## src/hdl/tsq_pkg.sv

```systemverilog
package tsq_pkg;

    // field widths fixed by the interface
    localparam int CMD_W      = 2;
    localparam int DIR_W      = 2;
    localparam int EV_W       = 3;
    localparam int PEND_W     = 12;
    localparam int THR_W      = 10;
    localparam int MS_W       = 16;
    localparam int CFG_IDX_W  = 2;
    localparam int CFG_DATA_W = 16;
    localparam int NUM_DIRS   = 4;

    localparam int COUNT_MAX_DEF = 1000;
    localparam int TIME_BITS_DEF = 32;

    localparam logic [PEND_W-1:0] PEND_MAX = '1;

    localparam logic [THR_W-1:0] THRESHOLD_RST = THR_W'(1);
    localparam logic [MS_W-1:0]  DEBOUNCE_RST  = MS_W'(90);
    localparam logic [MS_W-1:0]  STALE_RST     = MS_W'(250);

    localparam logic [CFG_IDX_W-1:0] CFG_THRESHOLD = CFG_IDX_W'(0);
    localparam logic [CFG_IDX_W-1:0] CFG_DEBOUNCE  = CFG_IDX_W'(1);
    localparam logic [CFG_IDX_W-1:0] CFG_STALE     = CFG_IDX_W'(2);

    localparam logic [DIR_W-1:0] DIR_UP    = DIR_W'(0);
    localparam logic [DIR_W-1:0] DIR_DOWN  = DIR_W'(1);
    localparam logic [DIR_W-1:0] DIR_LEFT  = DIR_W'(2);
    localparam logic [DIR_W-1:0] DIR_RIGHT = DIR_W'(3);

    typedef enum logic [CMD_W-1:0] {
        CMD_TICK  = 2'd0,
        CMD_PULSE = 2'd1,
        CMD_POLL  = 2'd2
    } t_cmd;

    typedef enum logic [EV_W-1:0] {
        EV_NONE     = 3'd0,
        EV_PREV     = 3'd1,
        EV_NEXT     = 3'd2,
        EV_WAKE     = 3'd3,
        EV_STALE    = 3'd4,
        EV_DEBOUNCE = 3'd5
    } t_event;

    typedef struct packed {
        logic [THR_W-1:0] threshold;
        logic [MS_W-1:0]  debounce;
        logic [MS_W-1:0]  stale;
    } t_cfg;

endpackage

```

## src/hdl/tsq_cfg.sv

```systemverilog
module tsq_cfg (
    input  logic                           i_clk,
    input  logic                           i_rst_n,
    input  logic                           i_cfg_we,
    input  logic [tsq_pkg::CFG_IDX_W-1:0]  i_cfg_index,
    input  logic [tsq_pkg::CFG_DATA_W-1:0] i_cfg_data,
    output tsq_pkg::t_cfg                  o_cfg
);
    import tsq_pkg::*;

    t_cfg r_cfg;

    always_ff @(posedge i_clk) begin
        if (!i_rst_n) begin
            r_cfg.threshold <= THRESHOLD_RST;
            r_cfg.debounce  <= DEBOUNCE_RST;
            r_cfg.stale     <= STALE_RST;
        end else if (i_cfg_we) begin
            unique case (i_cfg_index)
                CFG_THRESHOLD: r_cfg.threshold <= i_cfg_data[THR_W-1:0];
                CFG_DEBOUNCE:  r_cfg.debounce  <= i_cfg_data[MS_W-1:0];
                CFG_STALE:     r_cfg.stale     <= i_cfg_data[MS_W-1:0];
                default: ;
            endcase
        end
    end

    assign o_cfg = r_cfg;

endmodule

```

## src/hdl/tsq_core.sv

```systemverilog
module tsq_core #(
    parameter int COUNT_MAX = tsq_pkg::COUNT_MAX_DEF,
    parameter int TIME_BITS = tsq_pkg::TIME_BITS_DEF
) (
    input  logic                       i_clk,
    input  logic                       i_rst_n,
    input  logic                       i_valid,
    input  logic [tsq_pkg::CMD_W-1:0]  i_cmd,
    input  logic [tsq_pkg::DIR_W-1:0]  i_direction,
    input  logic                       i_screen_asleep,
    input  tsq_pkg::t_cfg              i_cfg,
    output logic [tsq_pkg::EV_W-1:0]   o_event_res,
    output logic [tsq_pkg::PEND_W-1:0] o_pending_pulses
);
    import tsq_pkg::*;

    localparam int CNT_W  = $clog2(COUNT_MAX + 1);
    localparam int AXIS_W = CNT_W + 1;
    localparam int TOT_W  = CNT_W + 2;
    localparam int CMP_W  = (AXIS_W > THR_W) ? AXIS_W : THR_W;
    localparam int SAT_W  = (TOT_W > PEND_W) ? TOT_W : PEND_W;

    logic [CNT_W-1:0]     r_counts [NUM_DIRS];
    logic [CNT_W-1:0]     n_counts [NUM_DIRS];
    logic                 r_pending, n_pending;
    logic [TIME_BITS-1:0] r_time, n_time;
    logic [TIME_BITS-1:0] r_last_step, n_last_step;
    logic [TIME_BITS-1:0] r_last_change, n_last_change;
    logic [TOT_W-1:0]     r_last_total, n_last_total;

    logic [AXIS_W-1:0]    prev_sum, next_sum;
    logic [TOT_W-1:0]     total, new_sum;
    logic [CMP_W-1:0]     thr;
    logic                 hit, changed;
    logic [TIME_BITS-1:0] since_step, since_change;
    t_event               ev;

    assign prev_sum = AXIS_W'(r_counts[DIR_UP]) + AXIS_W'(r_counts[DIR_LEFT]);
    assign next_sum = AXIS_W'(r_counts[DIR_DOWN]) + AXIS_W'(r_counts[DIR_RIGHT]);
    assign total    = TOT_W'(prev_sum) + TOT_W'(next_sum);
    // a zero threshold behaves as one
    assign thr      = (i_cfg.threshold == '0) ? CMP_W'(1) : CMP_W'(i_cfg.threshold);
    assign hit      = (CMP_W'(prev_sum) >= thr) || (CMP_W'(next_sum) >= thr);
    assign changed  = (total != r_last_total);
    assign since_step   = r_time - r_last_step;
    // a change on this poll restarts the idle time
    assign since_change = changed ? '0 : (r_time - r_last_change);

    always_comb begin
        n_counts      = r_counts;
        n_pending     = r_pending;
        n_time        = r_time;
        n_last_step   = r_last_step;
        n_last_change = r_last_change;
        n_last_total  = r_last_total;
        ev            = EV_NONE;
        unique case (t_cmd'(i_cmd))
            CMD_TICK: begin
                n_time = r_time + TIME_BITS'(1);
            end
            CMD_PULSE: begin
                n_pending = 1'b1;
                if (r_counts[i_direction] < CNT_W'(COUNT_MAX)) begin
                    n_counts[i_direction] = r_counts[i_direction] + CNT_W'(1);
                end
            end
            CMD_POLL: begin
                if (r_pending) begin
                    if (changed) begin
                        n_last_change = r_time;
                        n_last_total  = total;
                    end
                    if (hit) begin
                        if (since_step >= TIME_BITS'(i_cfg.debounce)) begin
                            if (i_screen_asleep) begin
                                ev = EV_WAKE;
                            end else begin
                                ev          = (prev_sum >= next_sum) ? EV_PREV : EV_NEXT;
                                n_last_step = r_time;
                            end
                        end else begin
                            ev = EV_DEBOUNCE;
                        end
                        for (int k = 0; k < NUM_DIRS; k++) begin
                            n_counts[k] = '0;
                        end
                        n_pending    = 1'b0;
                        n_last_total = '0;
                    end else if (since_change > TIME_BITS'(i_cfg.stale)) begin
                        ev = EV_STALE;
                        for (int k = 0; k < NUM_DIRS; k++) begin
                            n_counts[k] = '0;
                        end
                        n_pending    = 1'b0;
                        n_last_total = '0;
                    end
                end
            end
            default: ;
        endcase
    end

    assign new_sum = TOT_W'(n_counts[0]) + TOT_W'(n_counts[1])
                   + TOT_W'(n_counts[2]) + TOT_W'(n_counts[3]);

    assign o_event_res      = ev;
    assign o_pending_pulses = (SAT_W'(new_sum) > SAT_W'(PEND_MAX)) ? PEND_MAX
                                                                   : PEND_W'(new_sum);

    always_ff @(posedge i_clk) begin
        if (!i_rst_n) begin
            for (int k = 0; k < NUM_DIRS; k++) begin
                r_counts[k] <= '0;
            end
            r_pending     <= 1'b0;
            r_time        <= '0;
            r_last_step   <= '0;
            r_last_change <= '0;
            r_last_total  <= '0;
        end else if (i_valid) begin
            r_counts      <= n_counts;
            r_pending     <= n_pending;
            r_time        <= n_time;
            r_last_step   <= n_last_step;
            r_last_change <= n_last_change;
            r_last_total  <= n_last_total;
        end
    end

    a_count_bound: assert property (@(posedge i_clk) disable iff (!i_rst_n)
        (r_counts[0] <= CNT_W'(COUNT_MAX)) && (r_counts[1] <= CNT_W'(COUNT_MAX))
        && (r_counts[2] <= CNT_W'(COUNT_MAX)) && (r_counts[3] <= CNT_W'(COUNT_MAX)))
        else $error("direction count above saturation limit");

    a_tick_advance: assert property (@(posedge i_clk) disable iff (!i_rst_n)
        (i_valid && (i_cmd == CMD_TICK)) |=> (r_time == $past(r_time) + TIME_BITS'(1)))
        else $error("tick did not advance the millisecond counter");

    a_step_time: assert property (@(posedge i_clk) disable iff (!i_rst_n)
        (i_valid && ((ev == EV_PREV) || (ev == EV_NEXT)))
        |=> (r_last_step == $past(r_time)) && !r_pending)
        else $error("step did not record its time or clear pending");

endmodule

```

## src/hdl/trackball_step_qualifier_top.sv

```systemverilog
// channel  | valid       | stall       | payload
// input    | i_in_valid  | o_in_stall  | i_cmd, i_direction, i_screen_asleep
// result   | o_out_valid | i_out_stall | o_event_res, o_pending_pulses
// config   | i_cfg_we    | (none)      | i_cfg_index, i_cfg_data
//
// one item per cycle unless a result stall holds it; results leave via the result register
// the item is evaluated in one pass between the input register and the result register
// reset is synchronous and active low; counts, times and config return to reset values
// a stalled result holds the evaluate stage, which then raises o_in_stall once the
// input register is full
module trackball_step_qualifier_top #(
    parameter int COUNT_MAX = tsq_pkg::COUNT_MAX_DEF,
    parameter int TIME_BITS = tsq_pkg::TIME_BITS_DEF
) (
    input  logic                           i_clk,
    input  logic                           i_rst_n,
    input  logic                           i_in_valid,
    output logic                           o_in_stall,
    input  logic [tsq_pkg::CMD_W-1:0]      i_cmd,
    input  logic [tsq_pkg::DIR_W-1:0]      i_direction,
    input  logic                           i_screen_asleep,
    output logic                           o_out_valid,
    input  logic                           i_out_stall,
    output logic [tsq_pkg::EV_W-1:0]       o_event_res,
    output logic [tsq_pkg::PEND_W-1:0]     o_pending_pulses,
    input  logic                           i_cfg_we,
    input  logic [tsq_pkg::CFG_IDX_W-1:0]  i_cfg_index,
    input  logic [tsq_pkg::CFG_DATA_W-1:0] i_cfg_data
);
    import tsq_pkg::*;

    logic              r_in_valid;
    logic [CMD_W-1:0]  r_cmd;
    logic [DIR_W-1:0]  r_direction;
    logic              r_asleep;
    logic              r_out_valid;
    logic [EV_W-1:0]   r_event;
    logic [PEND_W-1:0] r_pending;

    logic              advance;
    logic [EV_W-1:0]   core_event;
    logic [PEND_W-1:0] core_pending;
    t_cfg              cfg;

    assign advance    = r_in_valid && (!r_out_valid || !i_out_stall);
    assign o_in_stall = r_in_valid && !advance;

    tsq_cfg u_cfg (
        .i_clk       (i_clk),
        .i_rst_n     (i_rst_n),
        .i_cfg_we    (i_cfg_we),
        .i_cfg_index (i_cfg_index),
        .i_cfg_data  (i_cfg_data),
        .o_cfg       (cfg)
    );

    tsq_core #(
        .COUNT_MAX (COUNT_MAX),
        .TIME_BITS (TIME_BITS)
    ) u_core (
        .i_clk            (i_clk),
        .i_rst_n          (i_rst_n),
        .i_valid          (advance),
        .i_cmd            (r_cmd),
        .i_direction      (r_direction),
        .i_screen_asleep  (r_asleep),
        .i_cfg            (cfg),
        .o_event_res      (core_event),
        .o_pending_pulses (core_pending)
    );

    always_ff @(posedge i_clk) begin
        if (!i_rst_n) begin
            r_in_valid <= 1'b0;
        end else if (!o_in_stall) begin
            r_in_valid <= i_in_valid;
        end
    end

    always_ff @(posedge i_clk) begin
        if (i_in_valid && !o_in_stall) begin
            r_cmd       <= i_cmd;
            r_direction <= i_direction;
            r_asleep    <= i_screen_asleep;
        end
    end

    always_ff @(posedge i_clk) begin
        if (!i_rst_n) begin
            r_out_valid <= 1'b0;
        end else if (advance) begin
            r_out_valid <= 1'b1;
        end else if (!i_out_stall) begin
            r_out_valid <= 1'b0;
        end
    end

    always_ff @(posedge i_clk) begin
        if (advance) begin
            r_event   <= core_event;
            r_pending <= core_pending;
        end
    end

    assign o_out_valid      = r_out_valid;
    assign o_event_res      = r_event;
    assign o_pending_pulses = r_pending;

    a_stall_needs_item: assert property (@(posedge i_clk) disable iff (!i_rst_n)
        o_in_stall |-> (r_in_valid && r_out_valid && i_out_stall))
        else $error("input stalled without a blocked result");

    a_event_clears: assert property (@(posedge i_clk) disable iff (!i_rst_n)
        (r_out_valid && (r_event != EV_NONE)) |-> (r_pending == '0))
        else $error("qualified event left pulses pending");

endmodule

```

## config.mk

```make
export PLATFORM = sky130hd
export DESIGN_NAME = trackball_step_qualifier_top
export DESIGN_NICKNAME = d
export VERILOG_FILES = /design/src/hdl/tsq_pkg.sv /design/src/hdl/tsq_cfg.sv /design/src/hdl/tsq_core.sv /design/src/hdl/trackball_step_qualifier_top.sv
export SDC_FILE = /design/constraint.sdc
export NUM_CORES = 1
export LEC_CHECK = 0
export BUFFER_PORTS_ARGS = -buffer_cell sky130_fd_sc_hd__buf_4
export CAP_MARGIN = 20
export CELL_PAD_IN_SITES_DETAIL_PLACEMENT = 0
export CELL_PAD_IN_SITES_GLOBAL_PLACEMENT = 1
export CORE_MARGIN = 4
export CORE_UTILIZATION = 45
export DETAILED_ROUTE_END_ITERATION = 12
export PLACE_DENSITY = 0.8
export REMOVE_ABC_BUFFERS = 1
export SLEW_MARGIN = 20
export SYNTH_ARGS = -nofsm -noshare
export SYNTH_HDL_FRONTEND = slang
export SYNTH_HIERARCHICAL = 1
export SYNTH_SLANG_ARGS = --single-unit
```

## constraint.sdc

```tcl
create_clock -name i_clk -period 10.85 [get_ports i_clk]
set_clock_uncertainty 0.05 [all_clocks]
set_input_delay 2.17 -clock i_clk [delete_from_list [all_inputs] [get_ports i_clk]]
set_output_delay 2.17 -clock i_clk [all_outputs]
set_load 0.02 [all_outputs]
```

# --- Yosys cells after proc, flatten, opt, wreduce, memory -nomap -nowiden ---
# Index checks and enable logic that the tools add are counted.
op_classes:
  add_sub_neg: 10
  order_cmp: 9
  n_eq_ne: 6
  muxes: 27
  n_bitwise: 2
  n_reduce_logical: 24
op_table:
  columns: ["operator", "n"]
  rows:
  - ["$mux W40", 4]
  - ["$pmux W40 S2", 1]
  - ["$sub A32 B32 Y32", 2]
  - ["$bwmux W40", 1]
  - ["$mux W10", 4]
  - ["$mux W12", 3]
  - ["$add A10 B10 Y11", 3]
  - ["$ge A11 B11 Y1", 3]
  - ["$add A32 B1 Y32 const B", 1]
  - ["$ge A32 B16 Y1", 1]
  - ["$gt A32 B16 Y1", 1]
  - ["$mux W32", 1]
  - ["$add A12 B10 Y12", 2]
  - ["$bmux W10 S2", 1]
  - ["$demux W10 S2", 1]
  - ["$add A11 B11 Y12", 1]
  - ["$gt A12 B12 Y1 const B", 1]
  - ["$mux W3", 4]
  - ["$ne A12 B12 Y1", 1]
  - ["$reduce_and A2 Y1", 6]
  - ["$add A10 B1 Y10 const B", 1]
  - ["$logic_not A10 Y1", 1]
  - ["$lt A10 B10 Y1 const B", 1]
  - ["$reduce_and A4 Y1", 2]
  - ["other kinds (17)", 31]
totals:
  ff_bits: 213
  in_bits: 28
  out_inout_bits: 17
  word_cells: 97

# --- Depth between registers and ports, before layout ---
# Gate-level depths: netlist (run 1).
logic_depth:
  depth_word: 13
  mapped_depth: 49
  depth_no_buf: 48

# --- By module ---
# Netlist (run 1), hierarchy kept.
modules_own_cells:
  columns: ["mod", "n_inst", "cells_per_inst", "area_per_inst_um2", "seq_area_each_um2"]
  rows:
  - ["tsq_core", 1, 1975, 15033.2, 2982.9]
  - ["tsq_cfg", 1, 164, 1656.6, 840.8]
  - ["trackball_step_qualifier_top", 1, 28, 684.4, 640.6]

# --- Worst setup path before layout (run 1) ---
# No wires, ideal clock.
synth_timing:
  path_kind: "register -> register"
  start: "register u_core/r_counts[0] (netlist name)"
  end: "register r_pending[10] (netlist: o_pending_pulses[10]), data pin"
  setup_time_ns: 0.258
  arrival_ns: 8.763
  required_ns: 10.542
  setup_slack_ns: 1.780
  stages_incl_launch_ff: 46
  n_path_buf: 2
  period_less_slack_ns: 9.070
  cell_sequence: "dfxtp_1 ha_1 inv_1 fa_1 nor2b_1 o21ai_0 a21boi_0 o21ai_0 a21oi_1 nor2_1 xnor2_1 ha_1 clkbuf_1 o211ai_1 o21ai_0 mux2i_1 nand4b_1 nor4_4 [... 10 more ...] nand3b_1 a21oi_1 a21oi_2 o21ai_0 fa_1 inv_1 fa_1 inv_1 ha_1 a21o_1 a21oi_1 o21bai_1 a21oi_1 o21bai_1 a21oi_1 o21bai_1 a21oi_1 xnor2_1"
synth_rtl:
  columns: ["item", "line", "text"]
  rows:
  - ["from (decl)", "tsq_core.sv:23", "logic [CNT_W-1:0] r_counts [NUM_DIRS];"]
  - ["from (signal assigned)", "tsq_core.sv:121", "r_counts <= n_counts;"]
  - ["to (signal assigned)", "trackball_step_qualifier_top.sv:101", "r_pending <= core_pending;"]
  - ["to (decl)", "trackball_step_qualifier_top.sv:38", "logic [PEND_W-1:0] r_pending;"]

==> impl_results.md, run 1 <==
- Outcome: completed
- Final hold violation count: 0
- TritonCTS clock tree: built
- # IOs: 45
- First-pass GRT wire length: 73.5 mm
- Setup_tns: 0 ns
- H-tree Lvls: 1
- Critical Path Most Common Cell: o21ai_0
- Full die area: between 40000 and 50000 um2
- Max-slew headroom: 32.3%
- Sink Count: between 200 and 250
- Ranking of synthesized cells by area: dfxtp_1 (22%), ha_1 (12%), nand2_1 (6.7%)
- DPL Wire Length: roughly 35 mm
- # DRC: 0
- Clk pwr share: between 40% and 50%
- Top-count cell post-synth: nand2_1
- Clk slew on worst S/H paths: 0.06 ns
- CTS Buf Count: 27
- GRT Max-Usage Layer: met2
- Max_cap viols: 0
- Mapped Area: 17400 um2
- Ys Warns: 6
- Synth cell count leaders: nand2_1 (310), inv_1 (240), dfxtp_1 (193)
- Cell Pwr Density: between 100 and 150 nW/um2
- Worst-margin pin slew: 1.01 ns
- Die Wd: 204 um
- Comb pwr share: between 10% and 20%
- Initial Util: between 40% and 50%
- Arrival @ worst endpoint: 10.11 ns
- Sequential share of the synthesized area: 25.7%
- Synth async-reset ratio: 0%
- Seq pwr share: between 30% and 40%
- Min Tclk post-route: 9.86 ns
- PnR worst setup slack: approximately 1 ns
- Net switching power: 540 uW
- Worst path required time: 11.10 ns
- Synth Instances: 2167
- Clock latency on the worst-skew pair: approximately 0.55 ns
- Post-synthesis register bit count: roughly 210
- HP Class: reg2reg
- Leading area contributor after synthesis: dfxtp_1
- Main synth FF type: dfxtp_1
- Final #Nets: 2388
- Sw Ratio: 25.9%
- Area share of the largest cell type after synthesis: 22.2%
- CP endpoint kind: flip-flop
- Final cycle utilization of the critical path: 90.9%
- Met2 Use GR: a little under two fifths
- Via density: roughly 5.5
- EDFF count, synth: 20
- Core ar.: 37800 um2
- Gr usage total: 21.0%
- Mapped Avg Cell Area: ~8 um2
- LEAKAGE: roughly 8 nW
- Max-slew violation count: 0
- Cell at the slowest stage of the critical path: fa_1
- Vias in the first global route: approximately 15000
- Netlist cell types: 94
- CP Launch Type: flip-flop
- Die Y: around 200 um
- Highest fanout seen on the critical path: 18
- Deepest clock path buffer count: 3
- Critical path class: reg2reg
- Final setup fails: 0
- Vias: 15000
- Clock Tree Root: clkbuf_16
- Number of antenna violations at the first check in global routing: 0
- Maximum vdd ir drop: 0.115 mV
- Internal Power: about 1.5 mW
- Detailed Route WL: approximately 45 mm
- Worst path max stage delay: 0.45 ns
- Gpl congestion: around 0.9
- Achievable clock frequency: 101 MHz
- Post-DRT Antenna Nets: 0
- Routed WL per cell: 16.6 um
- Global Route met1 Usage: a little over a quarter
- Layout cell share with drive strength beyond 1: 7.23%
- Antenna fix cells: 0
- DRT Pass-1 Iters: 6
- Pin count of the biggest net entering global routing: slightly below 80
- P&R area growth vs syn: 9.80%
- Dpl ws: 0.759 ns
- RSZ-0062 raised after global routing: false
- DRT iter0 DRCs: 740
- Num rows: 71
- GR Overflow Total: 0
- Met3 Track Usage GR: 2.63%
- Count of input and output buffers: 44
-- metal layers --
layer  vias to the layer above  share of wire [%]
li1                       7585                  -
met1                      7037                 46
met2                       252                 48
met3                        80                3.1
met4                         0                3.0
met5                         -                  0
-- critical path: cells and delay by family, from the launching register on --
kind	cells	cell delay (ns)
AND/OR/NAND/NOR	9	1.70
XOR/XNOR	2	0.27
flip-flops	1	0.39
multiplexers	1	0.13
adder cells (fa/ha/maj)	8	2.76
buffers and inverters	6	0.54
AO/OA/AOI/OAI	20	3.75
-- kinds of logic (layout without fill, tap and decap cells) --
kind of cell	Yosys count	count (layout)	share of synthesized area [%]
buffers and inverters	330	349	7.58
XOR/XNOR	118	118	6.03
flip-flops	213	213	25.7
AO/OA/AOI/OAI	560	560	21.7
multiplexers	91	91	5.96
AND/OR/NAND/NOR	660	660	17.9
adder cells (fa/ha/maj)	195	195	15.1
-- metrics by stage --
step           cell area (um2)  hold slack, ns  power, mW  std cells  util [%]
2_1_floorplan            17000           0.385       1.00       2078         -
3_3_place_gp             18100           0.392       1.09       2647      47.7
3_5_place_dp             18100           0.397       1.09       2647      47.7
4_1_cts                  19100           0.405       2.11       2697      50.4
5_1_grt                  19100           0.419       2.17       2697      50.4
6_report                 19100           0.402       2.08       2697      50.4
-- layout make-up --
type	instances	area, um2
inverters	241	905
fillers	3711	18800
flip-flops and latches	213	4460
well taps	511	639
clock inverters	15	239
clock buffers	35	767
repair buffers	58	435
multi-input cells	1624	11600
-- registers in the layout (all words and copies together) (netlist names) --
register,cells
o_event_res,3
u_core/r_counts,40
u_core/r_pending,1
u_cfg/o_cfg,42
o_pending_pulses,12
u_core/r_last_change,32
u_core/r_time,32
u_core/r_last_step,32
r_in_valid,1
r_cmd,2
o_out_valid,1
r_asleep,1
u_core/r_last_total,12
r_direction,2
-- power by group through the flow --
stage	registers, mW	clock network (mW)	logic (mW)
after floorplan	0.845	0	0.158
after global placement	0.842	0	0.244
after detailed placement	0.842	0	0.248
after CTS	0.825	1.04	0.250
after global routing	0.826	1.07	0.277
final	0.825	1.01	0.248
-- repair_timing --
action                     4_1_cts  5_1_grt
gates resized for setup          0        1
hold buffers                     0        0
setup endpoints to repair        0        3
setup buffers                    0        0
-- layout by cell type, fill, tap and decap left out, types with 9 or more instances in the layout --
master,Yosys,routed
edfxtp_1,20,20
inv_1,240,240
a31oi_1,16,16
dfxtp_1,193,193
a21o_1,54,54
nand2b_1,18,18
nor3_1,28,26
o211ai_1,24,24
o21bai_1,12,12
mux4_2,10,10
nor2_1,118,118
fa_1,25,25
and3_1,18,18
nor2b_1,27,27
xnor2_1,58,58
nor4_1,14,14
a22o_1,13,13
o21a_1,25,25
nand2_1,310,310
o21ai_0,97,97
clkbuf_16,0,28
nand4_1,26,26
or3_1,11,11
a21boi_0,13,12
buf_4,5,58
a32o_1,29,29
a21oi_1,181,179
ha_1,170,170
nand3_1,42,42
xor2_1,59,59
a211oi_1,13,13
mux2i_1,81,81
and2_1,9,9
-- final timing paths --
| path | startpoint | cells past startpoint | to | slack, ns |
|---|---|---|---|---|
| worst min register to register | u_core/r_last_change[11] | 2 | u_core/r_last_change[11] | 0.40 |
| worst max register to register | u_core/r_counts[0] | 46 | o_pending_pulses[9] | 0.99 |
| worst min-delay path | u_core/r_last_change[11] | 2 | u_core/r_last_change[11] | 0.40 |
| worst max-delay path | u_core/r_counts[0] | 46 | o_pending_pulses[9] | 0.99 |
Note: power is estimated with default switching activity, not from simulation.
==> run 2: changes to the inputs <==
Settings changed: ABC_AREA set to 1, PLACE_DENSITY 0.8 to 0.84, SLEW_MARGIN 20 to 30.
==> run 2 against run 1 <==
Compared with the run above: clock power is 4% higher; synthesized cell count grew 43%; combinational power grew to 3.8 times the previous value; register-to-register slack better by 0.097 ns; sequential power up 7.3%; critical path depth rose by 4; non-clock buffer count increased by 1; largest cell class unchanged; largest power group unchanged.
==> impl_results.md, run 2 <==
- Vias: 19300
- Max-slew headroom: 36.9%
- Gpl congestion: 1.02
- Cells after DPL: 3636
- Outcome: completed
- Die Wd: 218 um
- Num rows: 76
- Full die area: between 40000 and 50000 um2
- Max FFs per register: 42
- Final cycle utilization of the critical path: 90.0%
- Cell Area, Placed: 20500 um2
- Sink Count: 213
- Post-DRT Antenna Nets: 0
- Top layer in use: met4
- Final #Nets: 3304
- Cell at the slowest stage of the critical path: nand2_4
- Comb pwr share: 32.6%
- Worst path max stage delay: 0.64 ns
- Ys Warns: 6
- Core ar.: 43400 um2
- Mapped Area: about 20000 um2
- Synth cell count leaders: nand2_1 (666), inv_1 (631), nor2_1 (278)
- # DRC: 0
- Internal Power: about 1.8 mW
- Crit path buffers/inverters: 9
- Final non-filler cell total: 3687
- Clock latency on the worst-skew pair: a little under 0.6 ns
- Ranking of synthesized cells by area: dfxtp_1 (19%), nand2_1 (13%), inv_1 (12%)
- Post-CTS Setup Bufs: 0
- Number of antenna violations at the first check in global routing: 0
- Max_cap viols: 0
- Commonest non-fill, non-tap cell in the layout: nand2_1
- Via density: 5.23
- PnR worst setup slack: 1.08 ns
- Clk pwr share: 36.5%
- Top-count cell post-synth: nand2_1
- Highest fanout seen on the critical path: 27
- P&R area growth vs syn: 8.67%
- Sequential share of the synthesized area: approximately 22%
- Maximum vdd ir drop: around 0.15 mV
- Arrival @ worst endpoint: 10.04 ns
- Critical path class: reg2reg
- Mapped Avg Cell Area: approximately 6.4 um2
- Final setup fails: 0
- Achievable clock frequency: 102 MHz
- Synth Instances: around 3000
- CTS Buf Count: 28
- EDFF count, synth: 20
- Most frequent cells in the layout: nand2_1 (666), inv_1 (630), nor2_1 (277), a21oi_1 (260), dfxtp_1 (193)
- TritonCTS clock tree: built
- Layout cell share with drive strength beyond 1: 7.29%
- Cts hold-fix bufs: 0
- Leading area contributor after synthesis: dfxtp_1
- Metal-1 WL: 25.8 mm
- Net switching power: between 1 and 1.5 mW
- # IOs: 45
- HP Class: reg2reg
- Area share of the largest cell type after synthesis: about a fifth
- Sw Ratio: 35.7%
- Die Y: 218 um
- Max-slew violation count: 0
- Design area: 21600 um2
- Layout Utilization: 49.8%
- DRT iter0 DRCs: 1297
- Routed WL per cell: 16.7 um
- Clock Tree Root: clkbuf_16
- Post-CTS Resized: 0
- GR Overflow Total: 0
- Top delay family on crit path: simple AND/OR/NAND/NOR gates
- Count of input and output buffers: 44
- H-tree Lvls: 1
- Netlist cell types: 64
- CP Launch Type: flip-flop
- RSZ-0062 raised after global routing: false
- CP endpoint kind: flip-flop
- LEAKAGE: between 10 and 15 nW
- Final hold violation count: 0
- Main synth FF type: dfxtp_1
- Antenna fix cells: 0
- Post-synthesis register bit count: 213
- Worst-margin pin slew: 0.947 ns
- Initial Util: 45.8%
- Deepest clock path buffer count: 3
- Met3 wire len: approximately 2.5 mm
- Vias in the first global route: around 19000
- Met2 WL: about 31 mm
- Pin count of the biggest net entering global routing: 80
- Dpl ws: 1.14 ns
- Synth async-reset ratio: 0%
- DRT Pass-1 Iters: 6
- Worst path required time: 11.13 ns
- Seq pwr share: 30.9%
- Gr usage total: 25.3%
- Design Power: approximately 2.9 mW
- Worst-case hold slack: slightly above 0.4 ns
- DPL Wire Length: 47.6 mm
- Min Tclk post-route: 9.77 ns
- Setup_tns: 0 ns
- Detailed Route WL: 61.4 mm
- First-pass GRT wire length: 97.8 mm
- Cell Pwr Density: 133 nW/um2
- Clk slew on worst S/H paths: 0.06 ns
[run 2: path summary, 6_finish.rpt]
check	startpoint	end	slack, ns	depth (start not counted)
max	u_core/r_counts[34]	o_pending_pulses[11]	1.08	50
min	u_cfg/o_cfg[1]	u_cfg/o_cfg[1]	0.41	2
max reg2reg	u_core/r_counts[34]	o_pending_pulses[11]	1.08	50
min reg2reg	u_cfg/o_cfg[1]	u_cfg/o_cfg[1]	0.41	2
[run 2: tightest hold or removal path, cell delays in order, from the launching register on]
cell and delay [ns]:
dfxtp_1 0.33, nand2_1 0.05, nand3_1 0.05
[run 2: power groups by stage]
stage	clock network [mW]	logic [mW]	registers, mW
floorplan	0	0.629	0.916
global placement	0	0.922	0.900
detailed placement	0	0.933	0.901
CTS	1.07	0.938	0.885
global route	1.10	1.05	0.889
finish	1.05	0.934	0.885
[run 2: layout make-up]
type,instances,area [um2]
tap,585,732
clock inverter,14,219
fill,4538,21800
sequential,213,4460
inverter,644,2420
timing repair buffer,59,443
multi-input combinational,2135,12500
clock buffer,37,838
[run 2: per-layer routing]
metal,up-vias,GRT usage [%]
met5,-,0
met2,494,46.1
met3,148,2.62
met4,0,10.3
li1,9837,-
met1,8820,30.3
[run 2: cells by family (layout without fill, tap and decap cells)]
family | Yosys count | count (layout) | synth area share (%)
AOI/OAI and AO/OA | 528 | 528 | 15.1
xor gates and xnor gates | 81 | 81 | 3.65
adders and majority gates | 195 | 195 | 13.2
buffers and inverters | 740 | 754 | 14.8
DFF | 213 | 213 | 22.5
and+or+nand+nor | 1331 | 1331 | 30.7
